`config.mk`:
```
export PLATFORM = sky130hd
export DESIGN_NAME = adc_average_battery_gauge
export DESIGN_NICKNAME = d
export VERILOG_FILES = /design/src/rtl/abg_pkg.sv /design/src/rtl/adc_average_battery_gauge.sv /design/src/rtl/abg_divider.sv
export SDC_FILE = /design/constraint.sdc
export NUM_CORES = 1
export LEC_CHECK = 0
export BUFFER_PORTS_ARGS = -buffer_cell sky130_fd_sc_hd__buf_2
export CAP_MARGIN = 20
export CORE_UTILIZATION = 40
export CTS_CLUSTER_DIAMETER = 30
export DETAILED_ROUTE_END_ITERATION = 10
export HOLD_SLACK_MARGIN = 0.12
export PLACE_DENSITY_LB_ADDON = 0.2
export SLEW_MARGIN = 15
export SYNTH_ARGS = -nofsm -noshare
export SYNTH_HDL_FRONTEND = slang
export SYNTH_HIERARCHICAL = 1
export SYNTH_SLANG_ARGS = --single-unit
```
`constraint.sdc`:
```
create_clock -name clock -period 8.82 [get_ports clock]
set_input_delay 0.882 -clock clock [delete_from_list [all_inputs] [get_ports clock]]
set_output_delay 0.882 -clock clock [all_outputs]
set_load 0.01 [all_outputs]
```
`src/rtl/abg_pkg.sv`:
```
// shared types and constants for the adc average battery gauge
package abg_pkg;

   localparam int SAMPLE_W   = 12;
   localparam int VOLT_W     = 9;
   localparam int PCT_W      = 7;
   localparam int INTERVAL_W = 16;
   localparam int FULL_W     = 8;
   localparam int CSR_DATA_W = 16;

   // register indexes
   localparam logic REG_INTERVAL = 1'b0;
   localparam logic REG_FULL     = 1'b1;

   // word kinds on the request tuser
   localparam logic MODE_TICK   = 1'b0;
   localparam logic MODE_SAMPLE = 1'b1;

   localparam logic [INTERVAL_W-1:0] INTERVAL_RESET = 16'd1000;
   localparam logic [FULL_W-1:0]     FULL_RESET     = 8'd168;
   localparam logic [INTERVAL_W-1:0] ELAPSED_MAX    = 16'hFFFF;
   localparam logic [VOLT_W-1:0]     HIGH_TENTHS    = 9'd150;
   localparam logic [PCT_W-1:0]      FULL_PCT       = 7'd100;

   // divider status toward the sequencer
   typedef struct packed {
      logic busy;
      logic done;
   } div_stat_type;

endpackage

```
`src/rtl/adc_average_battery_gauge.sv`:
```
// adc average battery gauge: sample accumulator, sequencer and result register
//
// req channel: tuser is the word kind (0 = one millisecond tick, 1 = adc sample),
// tdata carries the 12-bit sample. a tick or a sample that does not trigger an
// update leaves req_tready high. a sample that triggers an update (first sample
// after reset, or elapsed time at the update interval) runs one shared restoring
// divider of 12+COUNT_BITS bits, one bit per cycle: the average, then the
// percentage unless the voltage is 150 tenths or more or the full scale is zero.
// req_tready stays low during an update and returns high in the same cycle as
// the new result is registered for the rsp channel.
// rsp channel: tdata holds voltage in tenths and percentage. the result sits in
// an output register; new words are taken while it waits, and a finished
// update holds in its last step until the register is free.
// csr port: index 0 is the update interval in ms, index 1 the full scale in
// tenths of a volt. write only while idle.
// reset is synchronous: sums, count and timer clear, registers take their
// defaults, and the next sample always gives an update.
module adc_average_battery_gauge
   import abg_pkg::*;
#(
   parameter int COUNT_BITS = 16
) (
   input  logic                  clock,
   input  logic                  reset,
   input  logic                  req_tvalid,
   output logic                  req_tready,
   input  logic [15:0]           req_tdata,   // adc_sample[11:0], zero pad
   input  logic                  req_tuser,   // mode
   output logic                  rsp_tvalid,
   input  logic                  rsp_tready,
   output logic [15:0]           rsp_tdata,   // voltage_tenths[8:0], percentage[15:9]
   input  logic                  csr_we,
   input  logic                  csr_index,
   input  logic [CSR_DATA_W-1:0] csr_wdata
);

   localparam int SUM_W = SAMPLE_W + COUNT_BITS;

   localparam logic [2:0] ST_IDLE      = 3'd0;
   localparam logic [2:0] ST_AVG_START = 3'd1;
   localparam logic [2:0] ST_AVG_WAIT  = 3'd2;
   localparam logic [2:0] ST_PCT       = 3'd3;
   localparam logic [2:0] ST_PCT_WAIT  = 3'd4;
   localparam logic [2:0] ST_EMIT      = 3'd5;

   logic [2:0]            state_ff, state_in;
   logic [SUM_W-1:0]      sum_ff, sum_in;
   logic [COUNT_BITS-1:0] count_ff, count_in;
   logic [INTERVAL_W-1:0] elapsed_ff, elapsed_in;
   logic                  first_ff, first_in;
   logic [INTERVAL_W-1:0] interval_ff, interval_in;
   logic [FULL_W-1:0]     full_ff, full_in;
   logic [VOLT_W-1:0]     volts_ff, volts_in;
   logic [PCT_W-1:0]      pct_ff, pct_in;
   logic                  rsp_valid_ff, rsp_valid_in;
   logic [15:0]           rsp_data_ff, rsp_data_in;

   logic                  div_start;
   logic [SUM_W-1:0]      div_dividend, div_divisor, div_quot;
   div_stat_type          div_stat;
   logic                  req_fire;
   logic [17:0]           avg_x33;
   logic [15:0]           volts_x100;

   abg_divider #(
      .DIV_W (SUM_W)
   ) u_div (
      .clock    (clock),
      .reset    (reset),
      .start    (div_start),
      .dividend (div_dividend),
      .divisor  (div_divisor),
      .quotient (div_quot),
      .status   (div_stat)
   );

   assign req_tready = (state_ff == ST_IDLE);
   assign req_fire   = req_tvalid & req_tready;

   // avg*2640/40960 is avg*33/512
   assign avg_x33    = {1'b0, div_quot[SAMPLE_W-1:0], 5'b0} + 18'(div_quot[SAMPLE_W-1:0]);
   assign volts_x100 = {1'b0, volts_ff, 6'b0} + {2'b0, volts_ff, 5'b0}
                     + {5'b0, volts_ff, 2'b0};

   always_comb begin
      state_in     = state_ff;
      sum_in       = sum_ff;
      count_in     = count_ff;
      elapsed_in   = elapsed_ff;
      first_in     = first_ff;
      volts_in     = volts_ff;
      pct_in       = pct_ff;
      rsp_data_in  = rsp_data_ff;
      rsp_valid_in = rsp_valid_ff & ~rsp_tready;
      div_start    = 1'b0;
      div_dividend = sum_ff;
      div_divisor  = SUM_W'(count_ff);
      interval_in  = interval_ff;
      full_in      = full_ff;

      if (csr_we) begin
         case (csr_index)
            REG_INTERVAL: interval_in = csr_wdata[INTERVAL_W-1:0];
            REG_FULL:     full_in = csr_wdata[FULL_W-1:0];
            default:      interval_in = interval_ff;
         endcase
      end

      case (state_ff)
         ST_IDLE: begin
            if (req_fire) begin
               if (req_tuser == MODE_TICK) begin
                  if (elapsed_ff != ELAPSED_MAX) begin
                     elapsed_in = elapsed_ff + 1'b1;
                  end
               end else begin
                  if (count_ff != {COUNT_BITS{1'b1}}) begin
                     sum_in   = sum_ff + SUM_W'(req_tdata[SAMPLE_W-1:0]);
                     count_in = count_ff + 1'b1;
                  end
                  if (first_ff || elapsed_ff >= interval_ff) begin
                     state_in = ST_AVG_START;
                  end
               end
            end
         end
         ST_AVG_START: begin
            div_start = 1'b1;
            state_in  = ST_AVG_WAIT;
         end
         ST_AVG_WAIT: begin
            if (div_stat.done) begin
               volts_in = avg_x33[17:9];
               state_in = ST_PCT;
            end
         end
         ST_PCT: begin
            if (volts_ff >= HIGH_TENTHS || full_ff == '0) begin
               pct_in   = FULL_PCT;
               state_in = ST_EMIT;
            end else begin
               div_start    = 1'b1;
               div_dividend = SUM_W'(volts_x100);
               div_divisor  = SUM_W'(full_ff);
               state_in     = ST_PCT_WAIT;
            end
         end
         ST_PCT_WAIT: begin
            if (div_stat.done) begin
               pct_in   = (div_quot > SUM_W'(FULL_PCT)) ? FULL_PCT : div_quot[PCT_W-1:0];
               state_in = ST_EMIT;
            end
         end
         ST_EMIT: begin
            if (!rsp_valid_ff || rsp_tready) begin
               rsp_valid_in = 1'b1;
               rsp_data_in  = {pct_ff, volts_ff};
               sum_in       = '0;
               count_in     = '0;
               elapsed_in   = '0;
               first_in     = 1'b0;
               state_in     = ST_IDLE;
            end
         end
         default: state_in = ST_IDLE;
      endcase
   end

   always_ff @(posedge clock) begin
      volts_ff    <= volts_in;
      pct_ff      <= pct_in;
      rsp_data_ff <= rsp_data_in;
      if (reset) begin
         state_ff     <= ST_IDLE;
         sum_ff       <= '0;
         count_ff     <= '0;
         elapsed_ff   <= '0;
         first_ff     <= 1'b1;
         interval_ff  <= INTERVAL_RESET;
         full_ff      <= FULL_RESET;
         rsp_valid_ff <= 1'b0;
      end else begin
         state_ff     <= state_in;
         sum_ff       <= sum_in;
         count_ff     <= count_in;
         elapsed_ff   <= elapsed_in;
         first_ff     <= first_in;
         interval_ff  <= interval_in;
         full_ff      <= full_in;
         rsp_valid_ff <= rsp_valid_in;
      end
   end

   assign rsp_tvalid = rsp_valid_ff;
   assign rsp_tdata  = rsp_data_ff;

endmodule

```
`src/rtl/abg_divider.sv`:
```
// shared restoring divider, one quotient bit per cycle
module abg_divider
   import abg_pkg::*;
#(
   parameter int DIV_W = 28
) (
   input  logic             clock,
   input  logic             reset,
   input  logic             start,
   input  logic [DIV_W-1:0] dividend,
   input  logic [DIV_W-1:0] divisor,
   output logic [DIV_W-1:0] quotient,
   output div_stat_type     status
);

   localparam int CNT_W = $clog2(DIV_W);

   logic [DIV_W-1:0] rem_ff, rem_in;
   logic [DIV_W-1:0] quot_ff, quot_in;
   logic [DIV_W-1:0] dvs_ff, dvs_in;
   logic [CNT_W-1:0] cnt_ff, cnt_in;
   logic             busy_ff, busy_in;
   logic             done_ff, done_in;
   logic [DIV_W:0]   trial;
   logic [DIV_W+1:0] diff;
   logic             neg;

   assign trial = {rem_ff, quot_ff[DIV_W-1]};
   assign diff  = {1'b0, trial} - {2'b00, dvs_ff};
   assign neg   = diff[DIV_W+1];

   always_comb begin
      rem_in  = rem_ff;
      quot_in = quot_ff;
      dvs_in  = dvs_ff;
      cnt_in  = cnt_ff;
      busy_in = busy_ff;
      done_in = 1'b0;
      if (start) begin
         rem_in  = '0;
         quot_in = dividend;
         dvs_in  = divisor;
         cnt_in  = '0;
         busy_in = 1'b1;
      end else if (busy_ff) begin
         rem_in  = neg ? trial[DIV_W-1:0] : diff[DIV_W-1:0];
         quot_in = {quot_ff[DIV_W-2:0], ~neg};
         cnt_in  = cnt_ff + 1'b1;
         if (cnt_ff == CNT_W'(DIV_W - 1)) begin
            busy_in = 1'b0;
            done_in = 1'b1;
         end
      end
   end

   always_ff @(posedge clock) begin
      rem_ff  <= rem_in;
      quot_ff <= quot_in;
      dvs_ff  <= dvs_in;
      cnt_ff  <= cnt_in;
      if (reset) begin
         busy_ff <= 1'b0;
         done_ff <= 1'b0;
      end else begin
         busy_ff <= busy_in;
         done_ff <= done_in;
      end
   end

   assign quotient    = quot_ff;
   assign status.busy = busy_ff;
   assign status.done = done_ff;

endmodule

```
Yosys cells after proc, flatten, opt, wreduce, memory -nomap -nowiden --
Cells that the tools add are included.
Storage, ports and cells: flip-flop bits (word level) 212, word-level logic and storage cells 112
Operators by class: add/sub/neg operators 8, order comparisons 3, bitwise logic cells 6, equality and inequality tests 18, mux-type cells 41, reduce and logical (&&, ||, !) cells 18
Operators by type and width (count):
- 28-bit two-way mux | 9
- 16-bit two-way mux | 9
- 16-bit case mux with 2 select lines | 2
- 28-bit case mux with 2 select lines | 1
- 16-bit by 1-bit adder with 16-bit output (second input constant) | 2
- 16-bit != test (second input constant) | 2
- 29-bit by 28-bit subtractor with 30-bit output | 1
- 28-bit by 12-bit adder with 28-bit output | 1
- 28-bit by 7-bit > comparator with 1-bit output (second input constant) | 1
- 7-bit two-way mux | 3
- 17-bit by 12-bit adder with 18-bit output | 1
- 3-bit two-way mux | 6
- 3-bit case mux with 6 select lines | 1
- 15-bit by 14-bit adder with 16-bit output | 1
- 16-bit by 11-bit adder with 16-bit output | 1
- 16-bit >= comparator | 1
- 2-bit by 1-bit != test with 1-bit output (second input constant) | 7
- 7-bit case mux with 2 select lines | 1
- 5-bit AND reduction | 2
- 9-bit by 8-bit >= comparator with 1-bit output (second input constant) | 1
- 8-bit zero test | 1
- 1-bit two-way mux | 8
- 2-bit AND reduction | 4
- 3-bit by 2-bit equality test with 1-bit output (second input constant) | 2
- other kinds (15) | 26

Logic depth before layout (Yosys ltp) --
depth in word-level cells 6, gate-level depth with buffers 13, depth with buffers taken out 12

Hierarchy --
The synthesis kept the hierarchy.
Modules (own cells, without submodules):
- adc_average_battery_gauge | seq. area each 2742.6 µm², cells each 829, area each 7199.4 µm², times used 1
- abg_divider | seq. area each 2382.3 µm², cells each 467, area each 5013.6 µm², times used 1

Least setup slack after synthesis --
No wires, ideal clock.
path kind reg-to-reg, start point register volts_ff[3], end point register u_div.quot_ff[0] (netlist: u_div/quotient[0]), enable pin, clock period less this slack 5.574 ns, arrival 5.191 ns, stages on the path, launching flop included 11, path buffers 1, setup slack 3.246 ns, path through edfxtp_1 -> inv_1 -> ha_1 -> a21oi_1 -> o21ai_0 -> a221oi_1 -> nor2b_1 -> nor3b_1 -> nor2_1 -> clkbuf_1 -> inv_1
On the way: word-level cells in the longest chain between the ends 5
RTL lines:
- from (decl) | line adc_average_battery_gauge.sv:53 | logic [VOLT_W-1:0] volts_ff, volts_in;
- from (signal assigned) | line adc_average_battery_gauge.sv:170 | volts_ff <= volts_in;
- 9-bit by 8-bit >= comparator with 1-bit output | line adc_average_battery_gauge.sv:138 | if (volts_ff >= HIGH_TENTHS || full_ff == '0) begin
- 1-bit logical OR | line adc_average_battery_gauge.sv:138
- 1-bit two-way mux | line adc_average_battery_gauge.sv:138
- 1-bit case mux with 2 select lines | line adc_average_battery_gauge.sv:109 | case (state_ff)
- net div_start | line adc_average_battery_gauge.sv:58 | logic div_start;
- 2-bit nonzero test (no source line)
- to (signal assigned) | line abg_divider.sv:58 | quot_ff <= quot_in;
- to (decl) | line abg_divider.sv:19 | logic [DIV_W-1:0] quot_ff, quot_in;
The timed path passes the listed nets, and every way through them passes these cells. A chain may end at the register's enable or synchronous reset.

Worst setup path in the final report --
start point register volts_ff[3], end point register u_div.quot_ff[5] (netlist: u_div/quotient[5]) (data pin)
On the way: word-level cells in the longest chain between the ends 5, elaborated cells between the ends (all ways) 8
RTL lines:
- 9-bit by 8-bit >= comparator with 1-bit output | line adc_average_battery_gauge.sv:138
- 1-bit logical OR | line adc_average_battery_gauge.sv:138
- 1-bit two-way mux | line adc_average_battery_gauge.sv:138
- 1-bit case mux with 2 select lines | line adc_average_battery_gauge.sv:109
- net div_start | line adc_average_battery_gauge.sv:58
- 28-bit two-way mux | line abg_divider.sv:39 | if (start) begin
- net u_div.quot_in[5] | line abg_divider.sv:19
The timed path passes the listed nets, and every way through them passes these cells.

==> impl_metrics.prom <==
# TYPE chip_impl_metric gauge
chip_impl_metric{name="place.detailed.hpwl",unit="µm"} 19380
chip_impl_metric{name="num_antenna_cells",unit=""} 0
chip_impl_metric{name="crit_path_required_time",unit="ns"} 9.11
chip_impl_metric{name="regToRegSetupSlack",unit="ns"} 5.03
chip_impl_metric{name="fin_util",unit=""} 0.4955
chip_impl_metric{name="start_util",unit=""} 0.4096
chip_impl_metric{name="netlist_area",unit="µm²"} 12210
chip_impl_metric{name="post_cts_resized",unit=""} 0
chip_impl_metric{name="cts_setup_buffers",unit=""} 0
chip_impl_metric{name="drt_pre_antenna_iters",unit=""} 5
chip_impl_info{name="worst_setup_path_end_kind",value="register"} 1
chip_impl_metric{name="power.density_cell_area",unit="nW/µm²"} 283.6
chip_impl_metric{name="post_route_wl",unit="µm"} 27440
chip_impl_metric{name="max-cap-violations",unit=""} 0
chip_impl_metric{name="standard_cell_rows",unit=""} 63
chip_impl_metric{name="netlist_instances",unit=""} 1295
chip_impl_metric{name="share_of_final_layout_standard_cells_stronger_than_drive_strength_1",unit=""} 0.1524
chip_impl_metric{name="insertion_delay",unit="ns"} 0.56
chip_impl_metric{name="worstHoldPathCells",unit=""} 0
chip_impl_metric{name="timing_worst_slew_pin_value",unit="ns"} 1.021
chip_impl_metric{name="post-route-min-period",unit="ns"} 3.794
chip_impl_metric{name="vias_in_the_first_global_route",unit=""} 9103
chip_impl_metric{name="worst_r2r_path_depth",unit=""} 10
chip_impl_metric{name="syn-mean-instance-area",unit="µm²"} 9.425
chip_impl_metric{name="finalSetupViolations",unit=""} 0
chip_impl_metric{name="dieArea",unit="µm²"} 31220
chip_impl_metric{name="place_congestion",unit=""} 0.8787
chip_impl_metric{name="num-nets-final",unit=""} 1509
chip_impl_metric{name="first_iter_violations",unit=""} 464
chip_impl_metric{name="grt_max_degree",unit=""} 55
chip_impl_info{name="hold_path_startpoint",value="pct_ff[6]$_SDFFCE_PN1P_"} 1
chip_impl_info{name="clock-root-buffer",value="clkbuf_16"} 1
chip_impl_info{name="cts_tree",value="built"} 1
chip_impl_metric{name="chipHeight",unit="µm"} 176.7
chip_impl_metric{name="worstPathMaxFanout",unit=""} 54
chip_impl_metric{name="core",unit="µm²"} 29800
chip_impl_metric{name="global_route.usage.total",unit=""} 0.1803
chip_impl_metric{name="final.setup.worst_slack",unit="ns"} 5.026
chip_impl_metric{name="vdd_ir_drop_max",unit="µV"} 151.5
chip_impl_metric{name="count_of_pins_over_their_slew_limit",unit=""} 0
chip_impl_metric{name="numClockSinks",unit=""} 212
chip_impl_info{name="reg_to_reg_endpoint",value="u_div/quotient[5]$_DFFE_PP_"} 1
chip_impl_metric{name="io-pin-count",unit=""} 57
chip_impl_info{name="r2r_start",value="volts_ff[3]$_DFFE_PP_"} 1
chip_impl_info{name="crit_path_start_kind",value="register"} 1
chip_impl_metric{name="setup-tns-final",unit="ns"} 0
chip_impl_info{name="grt_setup_unrepaired",value="no"} 1
chip_impl_metric{name="worst_setup_hold_path_clk_slew",unit="ns"} 0.04
chip_impl_info{name="whs_endpoint",value="rsp_tdata[15]$_DFFE_PP_"} 1
chip_impl_metric{name="grt_first_pass_wirelength",unit="µm"} 45430
chip_impl_metric{name="depth_of_the_cts_h_tree",unit=""} 2
chip_impl_metric{name="worst_ep_arrival_time",unit="ns"} 4.08
chip_impl_metric{name="globalRouteOverflowTotal",unit=""} 0
chip_impl_metric{name="max_slew_headroom",unit=""} 0.3182
chip_impl_metric{name="skew",unit="ns"} 0.02401
chip_impl_metric{name="ys.warnings.count",unit=""} 6
chip_impl_metric{name="drt-wirelength-per-cell",unit="µm"} 15.19
chip_impl_metric{name="detailroute.via_count",unit=""} 9255
chip_impl_metric{name="power.static_leakage",unit="µW"} 0.006028
chip_impl_metric{name="post-route-drc-count",unit=""} 0
chip_impl_metric{name="antenna_found_initial",unit=""} 0
chip_impl_metric{name="cts.path.max_buffers",unit=""} 3
chip_impl_info{name="type_of_the_worst_setup_path",value="register to register"} 1
chip_impl_metric{name="vias_per_cell",unit=""} 5.122
chip_impl_metric{name="post-route-period-util",unit=""} 0.4302
chip_impl_metric{name="dieWidth",unit="µm"} 176.7
chip_impl_metric{name="pre_cts_ws",unit="ns"} 4.856
chip_impl_metric{name="cts_hold_buffers",unit=""} 0
chip_impl_metric{name="final_antenna_net_count",unit=""} 0
chip_impl_info{name="result_of_the_run",value="finished, final reports clean"} 1
chip_impl_metric{name="number_of_clock_buffers_inserted_by_tritoncts",unit=""} 54
chip_impl_metric{name="syn_to_final_growth",unit="%"} 20.96
chip_impl_metric{name="final_hold_viol_count",unit=""} 0
chip_impl_info{name="min_delay_worst_type",value="register to register"} 1
chip_impl_metric{name="post_route_worst_hold_slack",unit="ns"} 0.4123
chip_impl_metric{name="io_buffers",unit=""} 52
chip_impl_metric{name="fmax",unit="MHz"} 263.5
-- area by class of cell --
cell class / instances / area (µm²)
repair buffers: 62 / 342.8
clock buffers: 70 / 1491
clock inverters: 30 / 461.7
inverters: 80 / 300.3
multi-input cells: 963 / 6555
flip-flops and latches: 212 / 5125
well taps: 390 / 488.0
fillers: 2814 / 15030
-- worst max-delay path by stage --
stage	slack (ns)	depth (start not counted)	from	to
after floorplan	3.25	10	volts_ff[3]$_DFFE_PP_	u_div/quotient[0]$_DFFE_PP_
after global placement	4.85	10	volts_ff[1]$_DFFE_PP_	u_div/quotient[12]$_DFFE_PP_
after detailed placement	4.86	11	volts_ff[3]$_DFFE_PP_	u_div/quotient[19]$_DFFE_PP_
after CTS	4.84	11	volts_ff[3]$_DFFE_PP_	u_div/quotient[1]$_DFFE_PP_
after global routing	4.70	10	volts_ff[3]$_DFFE_PP_	u_div/quotient[15]$_DFFE_PP_
final	5.03	10	volts_ff[3]$_DFFE_PP_	u_div/quotient[5]$_DFFE_PP_
-- sequential cells by signal (all words and copies together) (netlist names), 5 cells and up --
name,cells
u_div/quotient,28
sum_ff,28
u_div/cnt_ff,5
rsp_tdata,16
full_ff,8
volts_ff,9
elapsed_ff,16
u_div/rem_ff,28
count_ff,16
u_div/dvs_ff,28
interval_ff,16
pct_ff,7
-- per-stage QoR --
step | area (µm²) | power [µW] | cells
finish | 14760 | 4187 | 1807
global route | 14760 | 4413 | 1807
CTS | 14750 | 4231 | 1806
detailed placement | 12800 | 2113 | 1706
global placement | 12800 | 2105 | 1706
floorplan | 12250 | 1949 | 1306
-- per-layer routing --
metal,vias up,part of all wire,global-route usage
met5,-,0,0
met4,0,0.018,0.05603
met3,47,0.046,0.03479
met2,165,0.44,0.2873
met1,4273,0.50,0.2457
li1,4770,-,-
-- critical path: stages, from the launching register on --
cell      delay (ns)
edfxtp_1        0.51
inv_1           0.11
ha_1            0.21
a21oi_1         0.14
o21ai_0         0.11
a221oi_1        0.70
nor2b_1         0.12
nor3b_2         0.18
buf_4           0.32
buf_4           0.64
mux2_2          0.42
-- layout by cell type, fill, tap and decap left out, types with 12 or more instances in the layout --
master,n
o21ai_0,44
a21oi_1,83
xor2_1,35
nand2_1,147
nand4_1,24
ha_1,89
nor4_1,15
a21o_1,27
mux2_2,27
and2_1,30
xnor2_1,47
nor3_1,27
clkbuf_16,54
nor2_1,124
dfxtp_1,124
inv_1,79
buf_2,52
conb_1,12
nand2b_1,15
edfxtp_1,88
nand3_1,28
a211oi_1,18
-- report_power, final --
group,internal [µW],total (µW),switching [µW]
clock,1480,2090,608
sequential,1130,1210,81.8
combinational,378,888,511
Power figures use the tool's default switching activity.
